## src/hw/rtl/assert_macros.svh

```systemverilog
// Assertion macros shared by the scheduler RTL.
// Each macro expects clk and rst to be in scope in the module that uses it.
`ifndef ASSERT_MACROS_SVH
`define ASSERT_MACROS_SVH

// Check a property on every rising clk edge outside reset.
`define NPS_ASSERT(name, prop, msg) \
  name: assert property (@(posedge clk) disable iff (rst) (prop)) \
    else $error(msg);

// Check that a condition implies a property on the same edge.
`define NPS_ASSERT_IMPL(name, cond, prop, msg) \
  name: assert property (@(posedge clk) disable iff (rst) (cond) |-> (prop)) \
    else $error(msg);

// Check that a condition implies a property on the next edge.
`define NPS_ASSERT_NEXT(name, cond, prop, msg) \
  name: assert property (@(posedge clk) disable iff (rst) (cond) |=> (prop)) \
    else $error(msg);

`endif

```

## src/hw/rtl/nps_pkg.sv

```systemverilog
// Shared types and constants of the priority scheduler.
// Used by the channel interfaces, the controller, the datapath and the top level.
`default_nettype none

package nps_pkg;

  localparam int MAX_PROCS = 16;
  localparam int IDX_W     = (MAX_PROCS > 1) ? $clog2(MAX_PROCS) : 1;
  localparam int CNT_W     = $clog2(MAX_PROCS + 1);
  localparam int ARR_W     = 16;
  localparam int BURST_W   = 16;
  localparam int PRIO_W    = 8;
  localparam int TIME_W    = 21;
  localparam int JOB_IDX_W = 6;

  typedef logic [IDX_W-1:0]     idx_t;
  typedef logic [CNT_W-1:0]     cnt_t;
  typedef logic [ARR_W-1:0]     arr_t;
  typedef logic [BURST_W-1:0]   burst_t;
  typedef logic [PRIO_W-1:0]    prio_t;
  typedef logic [TIME_W-1:0]    time_t;
  typedef logic [TIME_W:0]      time_sum_t;
  typedef logic [JOB_IDX_W-1:0] job_idx_t;

  localparam time_t TIME_MAX = {TIME_W{1'b1}};

  typedef enum logic [2:0] {
    ST_IDLE,
    ST_SCAN,
    ST_DECIDE,
    ST_TURN,
    ST_EMIT
  } state_t;

  // Controller to datapath
  typedef struct packed {
    logic take;    // open the job channel
    logic scan;    // examine one stored job
    logic decide;  // advance time after a full pass
    logic turn;    // compute turnaround of the picked job
    logic emit;    // load the result register, retire the job
  } cmd_t;

  // Datapath to controller
  typedef struct packed {
    logic accept;       // job transaction this cycle
    logic sched_start;  // accepted job closes the set
    logic scan_last;    // current scan slot is the last loaded job
    logic found;        // last pass found an arrived job
    logic out_free;     // result register can take a new result
    logic set_done;     // job being retired is the last of the set
  } status_t;

endpackage

`default_nettype wire

```

## src/hw/rtl/nps_job_if.sv

```systemverilog
// Job channel: valid/ready handshake with one job descriptor as payload.
// Depends on nps_pkg for field types.
`default_nettype none

interface nps_job_if;
  logic            valid;
  logic            ready;
  nps_pkg::arr_t   arrival_time;
  nps_pkg::burst_t burst_time;
  nps_pkg::prio_t  priority_req;
  logic            last_job;

  modport source (output valid, arrival_time, burst_time, priority_req, last_job,
                  input ready);
  modport sink   (input valid, arrival_time, burst_time, priority_req, last_job,
                  output ready);
endinterface

`default_nettype wire

```

## src/hw/rtl/nps_result_if.sv

```systemverilog
// Result channel: valid/ready handshake with one completion record as payload.
// Depends on nps_pkg for field types.
`default_nettype none

interface nps_result_if;
  logic              valid;
  logic              ready;
  nps_pkg::job_idx_t job_index;
  nps_pkg::time_t    completion_time;
  nps_pkg::time_t    turnaround_time;
  nps_pkg::time_t    waiting_time;
  logic              last_result;

  modport source (output valid, job_index, completion_time, turnaround_time,
                  waiting_time, last_result, input ready);
  modport sink   (input valid, job_index, completion_time, turnaround_time,
                  waiting_time, last_result, output ready);
endinterface

`default_nettype wire

```

## src/hw/rtl/nps_datapath.sv

```systemverilog
// Scheduler datapath: job stores, scan trackers, time keeping and result register.
// Depends on nps_pkg, nps_job_if, nps_result_if and assert_macros.svh.
`default_nettype none
`include "assert_macros.svh"

module nps_datapath (
  input  wire              clk,
  input  wire              rst,
  nps_job_if.sink          job,
  nps_result_if.source     result,
  input  nps_pkg::cmd_t    cmd,
  output nps_pkg::status_t status
);

  nps_pkg::arr_t   arr_mem   [nps_pkg::MAX_PROCS];
  nps_pkg::burst_t burst_mem [nps_pkg::MAX_PROCS];
  nps_pkg::prio_t  prio_mem  [nps_pkg::MAX_PROCS];
  logic [nps_pkg::MAX_PROCS-1:0] done_flags;

  nps_pkg::time_t cur_time;
  nps_pkg::cnt_t  loaded;
  nps_pkg::cnt_t  completed;
  nps_pkg::idx_t  scan_idx;

  // Best arrived job and earliest pending arrival of the current pass
  logic            found;
  nps_pkg::prio_t  best_prio;
  nps_pkg::idx_t   pick_idx;
  nps_pkg::arr_t   pick_arr;
  nps_pkg::burst_t pick_burst;
  logic            pending;
  nps_pkg::arr_t   earliest;
  nps_pkg::time_t  tat;

  logic              out_valid;
  nps_pkg::job_idx_t res_index;
  nps_pkg::time_t    res_completion;
  nps_pkg::time_t    res_turnaround;
  nps_pkg::time_t    res_waiting;
  logic              res_last;

  logic            accept;
  nps_pkg::idx_t   slot;
  logic            scan_last;
  logic            set_done;
  logic            out_free;
  logic            first;
  logic            found_c;
  nps_pkg::prio_t  best_c;
  logic            pending_c;
  nps_pkg::arr_t   earliest_c;
  logic            e_ready;
  logic            e_wait;
  logic            found_next;
  nps_pkg::prio_t  best_prio_next;
  nps_pkg::idx_t   pick_idx_next;
  nps_pkg::arr_t   pick_arr_next;
  nps_pkg::burst_t pick_burst_next;
  logic            pending_next;
  nps_pkg::arr_t   earliest_next;
  nps_pkg::time_sum_t time_sum;
  nps_pkg::time_t  sat_time;
  nps_pkg::time_t  wait_time;

  assign accept    = job.valid && job.ready;
  assign job.ready = cmd.take;
  assign slot      = loaded[nps_pkg::IDX_W-1:0];
  assign scan_last = (nps_pkg::cnt_t'(scan_idx) + nps_pkg::cnt_t'(1)) == loaded;
  assign set_done  = (completed + nps_pkg::cnt_t'(1)) == loaded;
  assign out_free  = !out_valid || result.ready;

  assign status.accept      = accept;
  assign status.sched_start = job.last_job ||
                              ((loaded + nps_pkg::cnt_t'(1)) ==
                               nps_pkg::cnt_t'(nps_pkg::MAX_PROCS));
  assign status.scan_last   = scan_last;
  assign status.found       = found;
  assign status.out_free    = out_free;
  assign status.set_done    = set_done;

  // One stored job per cycle; trackers restart at slot zero
  always_comb begin
    first      = (scan_idx == '0);
    found_c    = first ? 1'b0 : found;
    best_c     = best_prio;
    pending_c  = first ? 1'b0 : pending;
    earliest_c = earliest;
    e_ready    = !done_flags[scan_idx] &&
                 (nps_pkg::time_t'(arr_mem[scan_idx]) <= cur_time);
    e_wait     = !done_flags[scan_idx] &&
                 (nps_pkg::time_t'(arr_mem[scan_idx]) > cur_time);

    found_next      = found_c;
    best_prio_next  = best_c;
    pick_idx_next   = pick_idx;
    pick_arr_next   = pick_arr;
    pick_burst_next = pick_burst;
    pending_next    = pending_c;
    earliest_next   = earliest_c;

    if (e_ready && (!found_c || (prio_mem[scan_idx] < best_c))) begin
      found_next      = 1'b1;
      best_prio_next  = prio_mem[scan_idx];
      pick_idx_next   = scan_idx;
      pick_arr_next   = arr_mem[scan_idx];
      pick_burst_next = burst_mem[scan_idx];
    end
    if (e_wait && (!pending_c || (arr_mem[scan_idx] < earliest_c))) begin
      pending_next  = 1'b1;
      earliest_next = arr_mem[scan_idx];
    end
  end

  always_comb begin
    time_sum  = nps_pkg::time_sum_t'(cur_time) + nps_pkg::time_sum_t'(pick_burst);
    sat_time  = time_sum[nps_pkg::TIME_W] ? nps_pkg::TIME_MAX
                                           : time_sum[nps_pkg::TIME_W-1:0];
    wait_time = (tat >= nps_pkg::time_t'(pick_burst))
                ? tat - nps_pkg::time_t'(pick_burst) : '0;
  end

  always_ff @(posedge clk) begin
    if (rst) begin
      done_flags <= '0;
      cur_time   <= '0;
      loaded     <= '0;
      completed  <= '0;
      scan_idx   <= '0;
      out_valid  <= 1'b0;
    end else begin
      if (accept) begin
        done_flags[slot] <= 1'b0;
        loaded           <= loaded + nps_pkg::cnt_t'(1);
      end
      if (cmd.scan) begin
        scan_idx <= scan_last ? '0 : scan_idx + nps_pkg::idx_t'(1);
      end
      // Add the burst (saturating), else jump to the earliest pending arrival
      if (cmd.decide) begin
        cur_time <= found ? sat_time : nps_pkg::time_t'(earliest);
      end
      if (cmd.emit) begin
        out_valid <= 1'b1;
        if (set_done) begin
          done_flags <= '0;
          cur_time   <= '0;
          loaded     <= '0;
          completed  <= '0;
        end else begin
          done_flags[pick_idx] <= 1'b1;
          completed            <= completed + nps_pkg::cnt_t'(1);
        end
      end else if (result.ready) begin
        out_valid <= 1'b0;
      end
    end
  end

  always_ff @(posedge clk) begin
    if (accept) begin
      arr_mem[slot]   <= job.arrival_time;
      burst_mem[slot] <= job.burst_time;
      prio_mem[slot]  <= job.priority_req;
    end
    if (cmd.scan) begin
      found      <= found_next;
      best_prio  <= best_prio_next;
      pick_idx   <= pick_idx_next;
      pick_arr   <= pick_arr_next;
      pick_burst <= pick_burst_next;
      pending    <= pending_next;
      earliest   <= earliest_next;
    end
    if (cmd.turn) begin
      tat <= cur_time - nps_pkg::time_t'(pick_arr);
    end
    if (cmd.emit) begin
      res_index      <= nps_pkg::job_idx_t'(pick_idx);
      res_completion <= cur_time;
      res_turnaround <= tat;
      res_waiting    <= wait_time;
      res_last       <= set_done;
    end
  end

  assign result.valid           = out_valid;
  assign result.job_index       = res_index;
  assign result.completion_time = res_completion;
  assign result.turnaround_time = res_turnaround;
  assign result.waiting_time    = res_waiting;
  assign result.last_result     = res_last;

  `NPS_ASSERT(a_completed_le_loaded, completed <= loaded, "more jobs retired than loaded")
  `NPS_ASSERT_NEXT(a_emit_index_loaded, cmd.emit && !set_done,
                   res_index < nps_pkg::job_idx_t'($past(loaded)),
                   "emitted job index beyond loaded jobs")
  `NPS_ASSERT_IMPL(a_decide_has_candidate, cmd.decide, found || pending,
                   "scan pass ended with no open job")

endmodule

`default_nettype wire

```

## src/hw/rtl/nps_ctrl.sv

```systemverilog
// Scheduler controller: sequences loading, scan passes, completion and emission.
// Depends on nps_pkg and assert_macros.svh.
`default_nettype none
`include "assert_macros.svh"

module nps_ctrl (
  input  wire              clk,
  input  wire              rst,
  input  nps_pkg::status_t status,
  output nps_pkg::cmd_t    cmd
);

  nps_pkg::state_t state;
  nps_pkg::state_t state_next;

  always_ff @(posedge clk) begin
    if (rst) begin
      state <= nps_pkg::ST_IDLE;
    end else begin
      state <= state_next;
    end
  end

  always_comb begin
    state_next = state;
    cmd        = '0;
    case (state)
      nps_pkg::ST_IDLE: begin
        cmd.take = 1'b1;
        if (status.accept && status.sched_start) begin
          state_next = nps_pkg::ST_SCAN;
        end
      end
      nps_pkg::ST_SCAN: begin
        cmd.scan = 1'b1;
        if (status.scan_last) begin
          state_next = nps_pkg::ST_DECIDE;
        end
      end
      nps_pkg::ST_DECIDE: begin
        cmd.decide = 1'b1;
        state_next = status.found ? nps_pkg::ST_TURN : nps_pkg::ST_SCAN;
      end
      nps_pkg::ST_TURN: begin
        cmd.turn   = 1'b1;
        state_next = nps_pkg::ST_EMIT;
      end
      nps_pkg::ST_EMIT: begin
        // Hold until the result register drains
        if (status.out_free) begin
          cmd.emit   = 1'b1;
          state_next = status.set_done ? nps_pkg::ST_IDLE : nps_pkg::ST_SCAN;
        end
      end
      default: begin
        state_next = nps_pkg::ST_IDLE;
      end
    endcase
  end

  `NPS_ASSERT_IMPL(a_emit_needs_room, cmd.emit, status.out_free,
                   "result loaded while register still full")
  `NPS_ASSERT_NEXT(a_set_end_idle, cmd.emit && status.set_done,
                   state == nps_pkg::ST_IDLE, "set finished but loading not reopened")
  `NPS_ASSERT_NEXT(a_start_scans, status.accept && status.sched_start,
                   cmd.scan && !cmd.take, "closing job did not start a scan")

endmodule

`default_nettype wire

```

## src/hw/rtl/nonpreemptive_priority_scheduler.sv

```systemverilog
// Non-preemptive priority scheduler, top level.
// Depends on nps_pkg, nps_job_if, nps_result_if, nps_ctrl and nps_datapath.
//
// Usage: jobs arrive on the job channel, one transaction per cycle while the
// block is loading. A job with last_job set, or the one that fills all
// MAX_PROCS slots, closes the set; job.ready then drops until the schedule
// has run. Starting at time 0 the block repeatedly picks the arrived, unfinished
// job with the lowest priority number (ties to the lowest index) and runs it to
// completion; one record per job leaves on the result channel in completion
// order, last_result marking the final one.
// Each decision point costs one scan pass over the jobs in the set (one stored
// job examined per cycle) plus a decide step. A pass that finds nothing arrived
// jumps time to the earliest arrival and scans again; a pass that picks a job
// goes through the turn and emit states before the record is loaded.
// The result register holds its record while result.ready is low and the
// controller waits; after the last record is loaded, new jobs are accepted
// even while that record is still waiting to be taken.
// Reset (synchronous rst): empty set, time 0, no result pending.
`default_nettype none

module nonpreemptive_priority_scheduler (
  input  wire          clk,
  input  wire          rst,
  nps_job_if.sink      job,
  nps_result_if.source result
);

  nps_pkg::cmd_t    cmd;
  nps_pkg::status_t status;

  nps_ctrl u_ctrl (
    .clk    (clk),
    .rst    (rst),
    .status (status),
    .cmd    (cmd)
  );

  nps_datapath u_datapath (
    .clk    (clk),
    .rst    (rst),
    .job    (job),
    .result (result),
    .cmd    (cmd),
    .status (status)
  );

endmodule

`default_nettype wire

```

## src/flat_wrapper.sv

```systemverilog
// flat-port wrapper written by rule: the top's interface ports become plain ports
module nonpreemptive_priority_scheduler_flat 
  (clk, rst, job_valid, job_arrival_time, job_burst_time, job_priority_req, job_last_job, job_ready, result_valid, result_job_index, result_completion_time, result_turnaround_time, result_waiting_time, result_last_result, result_ready);
  nps_job_if job_i ();
  nps_result_if result_i ();
  input  wire clk;
  input  wire rst;
  input wire logic [$bits(job_i.valid)-1:0] job_valid;
  input wire logic [$bits(job_i.arrival_time)-1:0] job_arrival_time;
  input wire logic [$bits(job_i.burst_time)-1:0] job_burst_time;
  input wire logic [$bits(job_i.priority_req)-1:0] job_priority_req;
  input wire logic [$bits(job_i.last_job)-1:0] job_last_job;
  output wire logic [$bits(job_i.ready)-1:0] job_ready;
  output wire logic [$bits(result_i.valid)-1:0] result_valid;
  output wire logic [$bits(result_i.job_index)-1:0] result_job_index;
  output wire logic [$bits(result_i.completion_time)-1:0] result_completion_time;
  output wire logic [$bits(result_i.turnaround_time)-1:0] result_turnaround_time;
  output wire logic [$bits(result_i.waiting_time)-1:0] result_waiting_time;
  output wire logic [$bits(result_i.last_result)-1:0] result_last_result;
  input wire logic [$bits(result_i.ready)-1:0] result_ready;
  assign job_i.valid = job_valid;
  assign job_i.arrival_time = job_arrival_time;
  assign job_i.burst_time = job_burst_time;
  assign job_i.priority_req = job_priority_req;
  assign job_i.last_job = job_last_job;
  assign job_ready = job_i.ready;
  assign result_valid = result_i.valid;
  assign result_job_index = result_i.job_index;
  assign result_completion_time = result_i.completion_time;
  assign result_turnaround_time = result_i.turnaround_time;
  assign result_waiting_time = result_i.waiting_time;
  assign result_last_result = result_i.last_result;
  assign result_i.ready = result_ready;
  nonpreemptive_priority_scheduler u_core (.clk(clk), .rst(rst), .job(job_i), .result(result_i));
endmodule
```

## config.mk

```make
export PLATFORM = sky130hd
export DESIGN_NAME = nonpreemptive_priority_scheduler_flat
export DESIGN_NICKNAME = d
export VERILOG_FILES = /design/src/hw/rtl/nps_pkg.sv /design/src/hw/rtl/nps_job_if.sv /design/src/hw/rtl/nps_result_if.sv /design/src/hw/rtl/nps_datapath.sv /design/src/hw/rtl/nps_ctrl.sv /design/src/hw/rtl/nonpreemptive_priority_scheduler.sv /design/src/flat_wrapper.sv
export VERILOG_INCLUDE_DIRS = /design/src /design/src/hw/rtl
export SDC_FILE = /design/constraint.sdc
export NUM_CORES = 1
export LEC_CHECK = 0
export BUFFER_PORTS_ARGS = -buffer_cell sky130_fd_sc_hd__buf_4
export CORE_MARGIN = 5
export CORE_UTILIZATION = 55
export DETAILED_ROUTE_END_ITERATION = 7
export GPL_ROUTABILITY_DRIVEN = 0
export MAX_ROUTING_LAYER = met4
export PLACE_DENSITY = 0.72
export REMOVE_ABC_BUFFERS = 1
export SYNTH_ARGS = -nofsm -noshare
export SYNTH_HDL_FRONTEND = slang
export SYNTH_SLANG_ARGS = --single-unit
```

## constraint.sdc

```tcl
create_clock -name clk -period 8.2 [get_ports clk]
set_clock_uncertainty 0.2 [all_clocks]
set_input_delay 1.64 -clock clk [delete_from_list [all_inputs] [get_ports clk]]
set_output_delay 1.64 -clock clk [all_outputs]
set_load 0.03 [all_outputs]
```

# Yosys cells after proc, flatten, opt, wreduce, memory -nomap -nowiden
# Memory sizes are Yosys's and may differ from the RTL's. A register that Yosys moved wholly into a read port is not among the register bits.
# Cells that the tools add are included.
# word_totals
latchBits	0
word_cells	116
inputBits	45
mem_bits_ro	0
mem_bits_rw	640
memories	3
reg_bits	190
# memory_table
name	depth	word_bits	rd	rd_ports_with_merged_regs	wr	line_no	text
u_core.u_datapath.arr_mem	16	16	1	1	1	nps_datapath.sv:15	nps_pkg::arr_t arr_mem [nps_pkg::MAX_PROCS];
u_core.u_datapath.burst_mem	16	16	1	1	1	nps_datapath.sv:16	nps_pkg::burst_t burst_mem [nps_pkg::MAX_PROCS];
u_core.u_datapath.prio_mem	16	8	1	1	1	nps_datapath.sv:17	nps_pkg::prio_t prio_mem [nps_pkg::MAX_PROCS];
# classes
mux	42
n_eq_ne	10
n_shift	0
n_addsub	7
mul	0
bitwise_logic	3
div	0
n_reduce_logical	22
n_lt_le_gt_ge	10
# op_table
operator	n
21-bit two-way mux	5
16-bit two-way mux	4
21-bit by 16-bit subtractor with 21-bit output	2
21-bit by 16-bit adder with 22-bit output	1
21-bit by 16-bit >= comparator with 1-bit output	1
16-bit by 21-bit greater-than comparator with 1-bit output	1
16-bit by 21-bit less-or-equal comparator with 1-bit output	1
4-bit two-way mux	5
5-bit two-way mux	4
16-bit bitwise AND	1
16-bit less-than comparator	1
1-bit two-way mux	16
16-bit inverter	1
16-bit OR	1
4-bit by 5-bit less-than comparator with 1-bit output (second input constant)	3
3-bit case mux with 5 select lines	1
5-bit by 1-bit adder with 5-bit output (second input constant)	2
5-bit == test	2
3-bit two-way mux	3
1-bit demux with 4-bit select	2
4-bit by 1-bit >= comparator with 1-bit output (second input constant)	2
1-bit logical AND	8
8-bit less-than comparator	1
3-bit by 2-bit == test with 1-bit output (second input constant)	2
other kinds (15)	24

# Depth between registers and ports, before layout
# Gate-level depths: netlist of the first run.
# logic_depth
depth_word	11
ltp_mapped	14
ltp_nobuf	12

# Hierarchy
# From an unflattened synthesis of the first run, not the netlist that was laid out.
# hier_totals
hier_cells	1954
hier_area_um2	35235.0
# modules_own_cells
mod	seq_area_each_um2	area_each_um2	n_inst	cells_per_inst
nps_datapath	24873.9	35034.9	1	1933
nps_ctrl	60.1	200.2	1	21

# Worst setup path after synthesis of the first run
# Ideal clock, no wire load.
# synth_timing
kind	reg-to-reg
start	register with a tool-made name
end	register u_core.u_datapath.best_prio[0] (netlist: u_core.u_datapath.best_c[0]) (read register of u_core.u_datapath.prio_mem) (enable)
t_arrival_ps	5123
path_stages_with_launch	14
t_required_ps	7562
path_buffers	4
setup_time_ps	438
path_slack_ps	2440
path_cell_list	dfxtp_1 -> buf_6 -> buf_2 -> buf_2 -> buf_2 -> mux4_2 -> mux4_2 -> ha_1 -> a211oi_1 -> o21ai_0 -> a221o_1 -> nand2_1 -> a31oi_1 -> nor3_2
# synth_lines
element	line_no	text
end, declared	nps_datapath.sv:27	nps_pkg::prio_t best_prio;

==> metrics.txt, run 1 <==
result of the run=complete, no violations; cell type with the highest occurrence count on the critical path=sky130_fd_sc_hd__mux4_2; fraction of final layout cells sized beyond drive strength 1=0.2270; post-cts repair resize count=0; layout filler cell count=4299; wire length per cell after detailed routing=25.72 um; total of buffers placed on input and output ports=114; number of CTS-inserted buffers=85; vias post-DR=18600; Primary FF master, synth=sky130_fd_sc_hd__edfxtp_1; area inside the core boundary=63200 um^2; Die Height=262.7 um; Hold Path Cell Cnt=0; clk buf depth=3; DRC violation count after routing=0; final global-route overflow total=0; Gate Count Post-Synth=1948; critical path endpoint category=register; Worst EP required=8.23 ns; Final Hold Vio Count=0; clock transition at the registers of the reported paths=0.06 ns; pin slew with the least headroom to its limit=1.147 ns; maximum capacitance violations=0; ranking of synthesized cells by instance count=sky130_fd_sc_hd__edfxtp_1, sky130_fd_sc_hd__mux4_2, sky130_fd_sc_hd__ha_1, sky130_fd_sc_hd__inv_1, sky130_fd_sc_hd__nand2_1; wire length of the first global-routing pass=116900 um; worst voltage drop across the vdd grid=183.5 uV; ordered list of cells on the worst path=buf_4, mux4_2, mux4_2, ha_1, nand3_1, nor3_1, o21ai_0, a31oi_1, nor4bb_4; arrival time worst endpoint=5.63 ns; Layout Utilization=0.6300; post-synth top area cell=sky130_fd_sc_hd__edfxtp_1; path type of the worst min-delay path=reg2reg; H-Tree Depth=3; initial antenna violation count=5; final hold slack=0.2696 ns; total clock sinks=850; share of synthesized cell area in full adder, half adder and majority cells=0.03485; area taken by flip-flops and latches=24950 um^2; number of post-CTS setup repair buffers=0; main combinational cell family by area after synthesis=multiplexers; top post-synthesis cells by area=sky130_fd_sc_hd__edfxtp_1, sky130_fd_sc_hd__mux4_2, sky130_fd_sc_hd__dfxtp_1; First DRT Iteration DRCs=2065; simple-gate share of the synthesized area=0.04176; RSZ-0062 raised after global routing=false; count of buffering cells on the critical path with inverters included=1; highest cell delay on the worst timing path=1.10 ns; number of distinct library cell variants in the gate-level netlist after synthesis=74; area enclosed by the die boundary=69000 um^2; post-synthesis xor/xnor area fraction=0.01347; Worst R2R Path Depth=9; clock tree from TritonCTS=yes; maximum fanout along the worst path=66; area used by multi-input combinational logic=9664 um^2; Via density=6.155; launch point of the worst hold path=u_core.u_datapath.tat[7]; CP startpoint kind=register; EDFF count, synth=791; leakage power of the design=0.01319 uW; largest delay contributor family on the critical path=simple AND/OR/NAND/NOR gates; Critical Path Slowest Stage Cell=sky130_fd_sc_hd__nor4bb_4; async set-or-reset flop fraction in the synthesized netlist=0; number of search-and-repair iterations in the first detailed-routing pass=8; hold buffer count at cts=0; final layout net count=2245; Synth warnings=0; internal reg-to-reg setup slack=2.60 ns; endpoint of the lowest-slack register-to-register path=u_core.u_datapath.earliest[12]; Yosys top cell area share=0.6764; Avg Inst Size Synth=18.03 um^2; Slew headroom=0.2339; number of global-route vias before repair=18908; Synth-to-Final Area Change=13.38%; gr usage total=0.2292; Cell Area, Synth=35120 um^2; number of nets with antenna violations after detailed routing=0; sum of routed wire length over all layers=77720 um; clock latency reported for the late side of the worst-skew pair=0.63 ns; final cycle utilization of the critical path=0.6824; most common cell in the synthesized netlist=sky130_fd_sc_hd__edfxtp_1; post-synthesis mux area share=0.1326; synthesis-stage register bit count=850; Final HPWL DP=44780 um; maximum number of pins on one net before global-route repair=75; Final setup viols=0; category of the most critical setup path=reg2reg; Boundary Pins=117; register area share after synthesis=0.7100; initial cell density of the core=0.5557; Root Buffer Master=sky130_fd_sc_hd__clkbuf_16; post-layout minimum cycle time=5.595 ns; share of the synthesized area in compound gates (AO/OA/AOI/OAI)=0.04856; Hold Path End=u_core.u_datapath.result.turnaround_time[7]; Final Max Tran Viols=0; number of rows in the core area=92; Achievable Freq=178.7 MHz; Pwr Density=233.5 nW/um^2; horizontal die dimension=262.7 um
layout by cell type, fill, tap and decap left out, drive strengths merged, types with 12 or more instances in the layout:
cell type / Yosys / routed
nor2b: 14 / 14
xor2: 21 / 21
nand2b: 20 / 20
nand3: 18 / 18
o21ai: 62 / 62
buf: 26 / 142
nor3: 27 / 27
a21o: 19 / 19
clkinv: 1 / 32
xnor2: 33 / 33
dfxtp: 59 / 59
o21a: 15 / 15
nand2: 90 / 90
nor2: 88 / 88
edfxtp: 791 / 791
clkbuf: 48 / 113
a21oi: 88 / 88
inv: 90 / 92
a221oi: 12 / 12
mux4: 203 / 203
ha: 93 / 93
area by class of cell:
cell class,count,share of cell area
inverter,91,0.008579
antenna,4,0.0002514
timing repair buffer,142,0.02709
tap,846,0.02659
sequential,850,0.6266
clock buffer,113,0.05820
multi-input combinational,934,0.2427
clock inverter,42,0.009993
how the worst max path moves through the flow:
stage / start / endpoint / slack, ns / cells past startpoint
after CTS: register / u_core.u_datapath.earliest[0] / 2.57 / 9
after global placement: register / u_core.u_datapath.earliest[1] / 2.71 / 9
after detailed placement: register / u_core.u_datapath.earliest[7] / 2.57 / 9
after global routing: register / u_core.u_datapath.earliest[14] / 2.23 / 9
final: register / u_core.u_datapath.earliest[12] / 2.60 / 9
after floorplan: register / u_core.u_datapath.best_c[0] / -0.42 / 9
worst register-to-register path, delay by kind of cell (launching register included):
kind | cells | cell delay (ns)
AND/OR/NAND/NOR | 3 | 1.49
flip-flops | 1 | 0.96
buffers and inverters | 1 | 0.60
AO/OA/AOI/OAI | 2 | 0.65
multiplexers | 2 | 0.94
adder cells (fa/ha/maj) | 1 | 0.34
layer usage:
layer	part of all wire	wire, um	track usage	vias up
li1	-	-	-	8123
met1	0.40	31330	0.3027	9580
met2	0.49	38460	0.3720	748
met3	0.073	5654	0.03848	149
met4	0.029	2280	0.07278	0
met5	0	0	-	-
flip-flops by register name, indices dropped and copies added, names as in the netlist, 21 cells and up, named ones only:
signal,count
u_core.u_datapath.arr_mem,256
u_core.u_datapath.burst_mem,256
u_core.u_datapath.cur_time,21
u_core.u_datapath.prio_mem,128
u_core.u_datapath.result.completion_time,21
u_core.u_datapath.result.turnaround_time,21
u_core.u_datapath.result.waiting_time,21
u_core.u_datapath.tat,21
stage by stage:
step	TNS, ns	instances	total power [uW]	setup slack, ns	instance area, um^2
floorplan	-24.34	1875	5398	-0.4202	34810
global placement	0	2863	5583	2.712	37090
detailed placement	0	2863	5605	2.573	37090
CTS	0	3018	9365	2.567	39810
global route	0	3022	9610	2.227	39820
finish	0	3022	9295	2.605	39820
report_power, final:
part | internal [uW] | leakage, uW | switching (uW)
Sequential | 4820 | 0.00762 | 57.3
Combinational | 283 | 0.00425 | 349
Clock | 2210 | 0.00132 | 1580
cells by family after synthesis:
kind of cell               after synthesis
buffers and inverters                  165
adders and majority gates               96
AOI/OAI and AO/OA                      263
muxes                                  210
and+or+nand+nor                        309
other                                    1
xor gates and xnor gates                54
DFF                                    850
Power figures use the tool's default switching activity.
==> inputs of run 2 (changes only) <==
Clock period 8.2 ns to 5.8 ns, I/O delays scaled along.
==> run 2 against run 1 <==
Register-to-register slack worse by 1.9 ns. Power up 42%. First-iteration DRC count up 5.7%. Design area up 0.29%. Setup slack lost 1.9 ns. Critical endpoint is now u_core.u_datapath.earliest[0]. Highest routed layer unchanged.
==> metrics.txt, run 2 (synthesis gave the netlist of run 1 again) <==
arrival time worst endpoint=5.17 ns (-0.46 ns); DRC violation count after routing=0 (unchanged); clock tree from TritonCTS=yes; proportion of power drawn by the clock network=0.407 (about the same); RSZ-0062 raised after global routing=false; number of rows in the core area=92 (unchanged); Boundary Pins=117 (unchanged); sum of routed wire length over all layers=77900 um (+0.23%); final global-route overflow total=0 (unchanged); clock transition at the registers of the reported paths=0.06 ns (about the same); result of the run=complete, no violations; highest cell delay on the worst timing path=0.72 ns (-0.38 ns); Final HPWL DP=46890 um (+4.7%); post-layout power=13160 uW (+42%); Die Height=262.7 um (unchanged); number of nets with antenna violations after detailed routing=0 (unchanged); Achievable Freq=197.6 MHz (+11%); maximum capacitance violations=0 (unchanged); relative contribution of sequential cells to total power=0.525 (about the same); fraction of final layout cells sized beyond drive strength 1=0.2340 (+0.006995); number of CTS-inserted buffers=86 (+1.2%); internal reg-to-reg setup slack=0.74 ns (-1.87 ns); highest-count cells in the layout ignoring fill and taps=sky130_fd_sc_hd__edfxtp_1, sky130_fd_sc_hd__mux4_2, sky130_fd_sc_hd__buf_4, sky130_fd_sc_hd__ha_1; Final setup viols=0 (unchanged); number of cells on the critical path=10 (+1); gr usage total=0.2319 (+0.002740); maximum fanout along the worst path=27 (-59%); number of post-CTS setup repair buffers=0 (unchanged); biggest regs=u_core.u_datapath.arr_mem: 256 flops, u_core.u_datapath.burst_mem: 256 flops, u_core.u_datapath.prio_mem: 128 flops; path type of the worst min-delay path=reg2reg; pin slew with the least headroom to its limit=1.133 ns (-0.01409 ns); H-Tree Depth=3 (unchanged); initial antenna violation count=4 (-1); vias post-DR=18522 (-0.42%); launch point of the worst hold path=u_core.u_datapath.tat[0]; First DRT Iteration DRCs=2183 (+5.7%); number of search-and-repair iterations in the first detailed-routing pass=5 (-3); Slew headroom=0.2427 (+0.008753); Pwr Density=329.5 nW/um^2 (+41%); total net switching power=2840 uW (+43%); worst voltage drop across the vdd grid=265.8 uV (+45%); internal power consumption=10320 uW (+41%); Hold Path End=u_core.u_datapath.result.turnaround_time[0]; Hold Path Cell Cnt=0 (unchanged); final cycle utilization of the critical path=0.8726 (+0.1902); Via density=6.103 (-0.85%); total clock sinks=850 (unchanged); Worst R2R Path Depth=10 (+1); wire length of the first global-routing pass=118500 um (+1.4%); Total Neg Setup Slack=0 ns (unchanged); clk buf depth=3 (unchanged); post-cts repair resize count=0 (unchanged); largest delay contributor family on the critical path=multiplexers; net switching fraction of the power=0.2158 (+0.002580); area inside the core boundary=63200 um^2 (unchanged); Root Buffer Master=sky130_fd_sc_hd__clkbuf_16; post-layout minimum cycle time=5.061 ns (-0.5346 ns); CP startpoint kind=register; horizontal die dimension=262.7 um (unchanged); final hold slack=0.2639 ns (-0.005677 ns); Synth-to-Final Area Change=13.71%; leakage power of the design=0.01325 uW (+0.50%); final layout net count=2257 (+0.53%); Logic pwr share=0.068 (about the same); critical path endpoint category=register; wire length per cell after detailed routing=25.67 um (-0.20%); category of the most critical setup path=reg2reg; Final Max Tran Viols=0 (unchanged); endpoint of the lowest-slack register-to-register path=u_core.u_datapath.earliest[0]; Critical Path Slowest Stage Cell=sky130_fd_sc_hd__dfxtp_4; most common cell after layout, fill and taps aside=sky130_fd_sc_hd__edfxtp_1; Layout Utilization=0.6319 (+0.001841); initial cell density of the core=0.5557 (unchanged); Worst EP required=5.91 ns (-2.32 ns); hold buffer count at cts=0 (unchanged); number of global-route vias before repair=19012 (+0.55%); count of buffering cells on the critical path with inverters included=2 (+1); ordered list of cells on the worst path=buf_4, mux4_2, mux4_2, ha_1, nand3_1, nor3_1, o21ai_0, a31oi_1, nor4bb_4, buf_4; clock latency reported for the late side of the worst-skew pair=0.64 ns (about the same); area enclosed by the die boundary=69000 um^2 (unchanged); total of buffers placed on input and output ports=114 (unchanged); Final Hold Vio Count=0 (unchanged); maximum number of pins on one net before global-route repair=75 (unchanged)
-- run 2: how the worst max path moves through the flow --
stage / start / end
2_1_floorplan: register / u_core.u_datapath.best_c[0]
3_3_place_gp: register / u_core.u_datapath.earliest[1]
3_5_place_dp: register / u_core.u_datapath.earliest[2]
4_1_cts: register / u_core.u_datapath.earliest[2]
5_1_grt: register / u_core.u_datapath.earliest[3]
6_report: register / u_core.u_datapath.earliest[0]
-- run 2: area by class of cell --
class | count | area, um^2
clock buffer | 111 | 2318
timing repair buffer | 153 | 1186
inverter | 91 | 341.6
clock inverter | 45 | 401.6
tap | 846 | 1059
sequential | 850 | 24950
fill | 4338 | 23260
antenna | 5 | 12.51
multi-input combinational | 934 | 9664
-- run 2: power groups by stage --
stage          registers, uW  logic (uW)  clock network, uW
5_1_grt                 6910         981               5720
3_3_place_gp            7030         871                  0
3_5_place_dp            7030         901                  0
4_1_cts                 6900         907               5430
2_1_floorplan           7050         584                  0
6_report                6900         901               5360
-- run 2: layer usage --
metal  share of wire  up-vias  global-route usage
met5               0        -                   -
met4           0.022        0             0.05611
met3           0.070      136             0.04363
met2            0.50      669              0.3735
met1            0.41     9563              0.3139
li1                -     8154                   -
-- run 2: per-stage QoR --
step / setup WS (ns) / std cells / cell area [um^2]
floorplan: -2.820 / 1875 / 34810
global placement: 0.9040 / 2874 / 37200
detailed placement: 0.7495 / 2874 / 37200
CTS: 0.7526 / 3030 / 39920
global route: 0.4333 / 3034 / 39930
finish: 0.7391 / 3035 / 39930
